===== src/rtl/fcfl_pkg.sv =====
package fcfl_pkg;

   localparam int IDX_W     = 10;
   localparam int LINK_W    = 11;
   localparam int TOTAL_W   = 11;
   localparam int BYTES_W   = 16;
   localparam int OFFS_W    = 26;
   localparam int CSR_IDX_W = 1;
   localparam int INDEX_CAP = 1024;

   localparam logic OP_ALLOC = 1'b0;
   localparam logic OP_FREE  = 1'b1;

   localparam logic [CSR_IDX_W-1:0] REG_CHUNK_TOTAL = 1'd0;
   localparam logic [CSR_IDX_W-1:0] REG_CHUNK_BYTES = 1'd1;

   localparam logic [LINK_W-1:0]  NULL_MARK   = 11'h400;
   localparam logic [BYTES_W-1:0] BYTES_RESET = 16'd8;

   typedef struct packed {
      logic accept;
      logic exec;
      logic load;
   } ctrl_cmd_type;

   typedef struct packed {
      logic busy;
   } dp_status_type;

endpackage


===== src/rtl/fcfl_ctrl.sv =====
module fcfl_ctrl (
   input  logic                    clock,
   input  logic                    reset,
   input  logic                    req_valid,
   output logic                    req_ready,
   input  logic                    rsp_ready,
   output logic                    rsp_valid,
   input  fcfl_pkg::dp_status_type status,
   output fcfl_pkg::ctrl_cmd_type  cmd
);

   localparam logic [1:0] S_IDLE = 2'd0;
   localparam logic [1:0] S_EXEC = 2'd1;
   localparam logic [1:0] S_MUL  = 2'd2;

   logic [1:0] state_ff;
   logic [1:0] state_in;
   logic       rsp_valid_ff;
   logic       rsp_valid_in;
   logic       slot_free;

   assign slot_free = !rsp_valid_ff || rsp_ready;
   assign rsp_valid = rsp_valid_ff;

   always_comb begin
      state_in   = state_ff;
      req_ready  = 1'b0;
      cmd.accept = 1'b0;
      cmd.exec   = 1'b0;
      cmd.load   = 1'b0;
      unique case (state_ff)
         S_IDLE: begin
            req_ready = !status.busy;
            if (req_valid && req_ready) begin
               cmd.accept = 1'b1;
               state_in   = S_EXEC;
            end
         end
         S_EXEC: begin
            cmd.exec = 1'b1;
            state_in = S_MUL;
         end
         S_MUL: begin
            if (slot_free) begin
               cmd.load  = 1'b1;
               req_ready = !status.busy;
               if (req_valid && req_ready) begin
                  cmd.accept = 1'b1;
                  state_in   = S_EXEC;
               end else begin
                  state_in = S_IDLE;
               end
            end
         end
         default: begin
            state_in = S_IDLE;
         end
      endcase
   end

   always_comb begin
      rsp_valid_in = rsp_valid_ff;
      if (cmd.load) begin
         rsp_valid_in = 1'b1;
      end else if (rsp_ready) begin
         rsp_valid_in = 1'b0;
      end
   end

   always_ff @(posedge clock) begin
      if (reset) begin
         state_ff     <= S_IDLE;
         rsp_valid_ff <= 1'b0;
      end else begin
         state_ff     <= state_in;
         rsp_valid_ff <= rsp_valid_in;
      end
   end

endmodule


===== config.mk =====
export PLATFORM = sky130hd
export DESIGN_NAME = fcfl_ctrl
export DESIGN_NICKNAME = d
export VERILOG_FILES = /design/src/rtl/fcfl_pkg.sv /design/src/rtl/fcfl_ctrl.sv
export SDC_FILE = /design/constraint.sdc
export NUM_CORES = 1
export LEC_CHECK = 0
export ABC_CLOCK_PERIOD_IN_PS = 990
export BUFFER_PORTS_ARGS = -buffer_cell sky130_fd_sc_hd__buf_2
export CORE_AREA = 2 2 39 41
export DETAILED_ROUTE_END_ITERATION = 7
export DIE_AREA = 0 0 41 43
export GPL_TIMING_DRIVEN = 0
export PLACE_DENSITY = 0.39
export SLEW_MARGIN = 25
export SYNTH_ARGS = -nofsm -noshare
export SYNTH_HDL_FRONTEND = slang
export SYNTH_SLANG_ARGS = --single-unit

===== constraint.sdc =====
create_clock -name clock -period 0.99 [get_ports clock]
set_clock_uncertainty 0.2 [all_clocks]
set_input_delay 0.0495 -clock clock [delete_from_list [all_inputs] [get_ports clock]]
set_output_delay 0.0495 -clock clock [all_outputs]
set_load 0.005 [all_outputs]

==> metrics.log <==
[metrics] number of global-route vias before repair: around 200
[metrics] number of DRC markers in iteration 0: 1
[metrics] critical path capture point type: primary output
[metrics] maximum level of the CTS H-tree: 1
[metrics] Die Y-Extent: 43 um
[metrics] Syn. warnings: 0
[metrics] Hold WC Path Type: input pin to register
[metrics] number of buffers between clock root and the deepest sink: 2
[metrics] total net switching power: 90.0 uW
[metrics] die area: 1760 sq um
[metrics] portion of total power attributed to the clock network: 0.535
[metrics] mean area per synthesized cell: 10.0 sq um
[metrics] switching fraction of total power: 0.224
[metrics] area of all sequential standard cells: 66.3 sq um
[metrics] sum of buffers and inverters on the critical path: 2
[metrics] total number of vias: between 150 and 200
[metrics] area of the mapped netlist: 180 sq um
[metrics] final worst hold slack: -0.147 ns
[metrics] post-place instance area: 245 sq um
[metrics] pin count of the biggest net entering global routing: 7
[metrics] Crit-path slowest cell: sky130_fd_sc_hd__dfxtp_2
[metrics] placement row count: 14
[metrics] number of failing hold endpoints at the final stage: 2
[metrics] count of unique library cells instantiated by Yosys: 13
[metrics] worst IR drop on VDD: 0.460 mV
[metrics] unrepaired setup endpoints after global routing: yes
[metrics] final WL: roughly 520 um
[metrics] signed area change from the synthesized netlist to the final layout: 79.9%
[metrics] CP Launch Type: register
[metrics] result of the run: complete, but fails checks
[metrics] cell-by-cell listing of the critical path: and3b_4, buf_4, nor3_2, buf_2
[metrics] highest clock rate: 737 MHz
[metrics] violations in the final reports: hold timing, setup timing
[metrics] PwrDens: between 1000 and 1500 nW/um^2
[metrics] number of buffers inserted by port buffering: 9
[metrics] average wire per cell in the routed design: a little over 10 um
[metrics] Multi-input gate area: 123 sq um
[metrics] slew at the pin with the worst max-slew slack: 0.186 ns
[metrics] combinational fraction of design power: 0.141
[metrics] Pint: 311 uW
[metrics] number of filler cells placed in the layout: between 150 and 200
[metrics] final setup slack of the worst path: -0.367 ns
[metrics] synthesized instance count: 18
[metrics] Slew Viols, Final: 0
[metrics] Max-Cap Viols: 0
[metrics] residual antenna-violating net count after detailed routing: 0
[metrics] critical-path maximum fanout: 3
[metrics] Die Span X: 41 um
[metrics] count of antenna diodes in the layout: 0
[metrics] total global routing track utilization: 0.0802
[metrics] DR vias/cell: 3.86
[metrics] clock tree from TritonCTS: built
[metrics] wire length of the first global-routing pass: 821 um
[metrics] final layout net count: 40
[metrics] Flop pwr share: 0.324
[metrics] category of the most critical setup path: register to primary output
[metrics] Seq/Total Area, Yosys: 0.333
[metrics] Post-route DRC: 0
[metrics] antenna violations before repair: 0
[metrics] GPL Wtd Cong: 0.531
[metrics] Setup Viol. Count Final: 6
[metrics] share of cells above drive strength 1: 0.735
[metrics] Clk Latency, worst-skew pair: 0.23 ns
[metrics] worst slew margin relative to its limit: 0.875
[metrics] total clock sinks: 3
[metrics] WP data required: 0.74 ns
[metrics] Core Box Area: 1380 sq um
[metrics] effective utilization at floorplan: 0.130
[metrics] register bit total from synthesis: 3
[metrics] Total Power Consumption: 401 uW
[metrics] arrival time of the worst setup path: 1.11 ns
[metrics] net count of the mapped netlist: 23
[metrics] Static Leak: ~0.15 nW
[metrics] clk root buf: sky130_fd_sc_hd__clkbuf_4
[metrics] number of buffers added by the clock tree synthesis step: 3
[metrics] Period minus WS final: ~1.4 ns
[metrics] number of search-and-repair iterations in the first detailed-routing pass: 2
[metrics] Clock Pin Slew Worst Setup and Hold Paths: 0.04 ns
[metrics] total congestion overflow: 0
[metrics] Non-Filler Cell Area, Final: 324 sq um
[metrics] maximum single-stage delay on the critical path: 0.31 ns
[metrics] share of the cycle needed by the critical path after routing: 1.37
[metrics] I/O pin total: 10
[metrics] cell family with the largest share of critical-path delay: flip-flops
[per-stage QoR]
| step | TNS, ns | cells | hold slack (ns) | utilization | setup slack (ns) |
|---|---|---|---|---|---|
| after global placement | -0.368 | 43 | 0.0514 | 0.177 | -0.122 |
| after CTS | -1.59 | 50 | -0.194 | 0.224 | -0.415 |
| after detailed placement | -0.524 | 43 | 0.0536 | 0.177 | -0.171 |
| final | -1.51 | 50 | -0.147 | 0.234 | -0.367 |
| after floorplan | -0.00957 | 18 | -0.0814 | - | -0.00528 |
| after global routing | -1.77 | 50 | -0.151 | 0.234 | -0.418 |
[synth_stat cells (all sizes together)]
cell type / n / area share
a21oi: 1 / 0.028
a22o: 1 / 0.049
and3b: 1 / 0.069
buf: 2 / 0.083
dfxtp: 3 / 0.33
inv: 1 / 0.021
nand2b: 3 / 0.10
nor2: 1 / 0.021
nor2b: 2 / 0.11
nor3: 1 / 0.028
nor4: 1 / 0.069
nor4b: 1 / 0.083
[power by group through the flow]
stage | clock [mW] | combinational, mW | sequential, mW
after floorplan | 0 | 0.0223 | 0.131
after global placement | 0 | 0.0416 | 0.132
after detailed placement | 0 | 0.0430 | 0.132
after CTS | 0.228 | 0.0519 | 0.129
after global routing | 0.241 | 0.0618 | 0.131
final | 0.215 | 0.0568 | 0.130
[worst register-to-register path, delay by kind of cell, from the launching register on]
family                 cells  cell delay (ns)
AO/OA/AOI/OAI              1             0.18
buffers and inverters      1             0.15
flip-flops                 1             0.31
AND/OR/NAND/NOR            1             0.20
[placed cells by master (no fill, tap or decap), drive strengths merged]
master	netlist	layout
inv	1	1
nor2b	2	2
dfxtp	3	3
clkbuf	0	4
nor4	1	1
dlygate4sd3	0	1
nand2b	3	3
a21oi	1	1
nor4b	1	1
and3b	1	1
a22o	1	1
nor2	1	1
buf	2	13
nor3	1	1
[sequential cells by signal (all words and copies together) (netlist names)]
name	cells
state_ff	2
rsp_valid	1
[path summary, 6_finish.rpt]
check	from	endpoint	slack (ns)	depth (start not counted)
hold / removal	status	state_ff[0]	-0.15	2
hold reg to reg	state_ff[0]	state_ff[0]	0.29	1
setup / recovery	state_ff[1]	req_ready	-0.37	4
setup reg to reg	state_ff[1]	state_ff[1]	-0.15	3
[area by class of cell]
cell class / instances / area share
multi-input cells: 12 / 0.378
repair buffers: 13 / 0.239
plain buffers: 1 / 0.0232
inverters: 1 / 0.0116
flip-flops and latches: 3 / 0.205
well taps: 16 / 0.0618
clock buffers: 4 / 0.0811
[per-layer routing]
metal | vias up | share of wire | global-route usage
met2 | 12 | 0.50 | 0.106
met5 | - | 0 | 0
met4 | 0 | 0 | 0.0600
met3 | 0 | 0.12 | 0.0785
met1 | 87 | 0.39 | 0.0703
li1 | 94 | - | -
[what timing repair did]
item,4_1_cts,5_1_grt
hold buffers,1,1
hold endpoints to repair,3,3
setup endpoints to repair,6,6
gates resized for setup,5,2
buffers inserted,3,0
pin swaps,4,1
[cells by family (layout without fill, tap and decap cells)]
logic type,count (synthesis),count (layout),share of synthesized area
buf+inv,3,19,0.104
simple gates,10,10,0.486
flops,3,3,0.333
compound gates,2,2,0.0764
(Power assumes the default switching activity.)
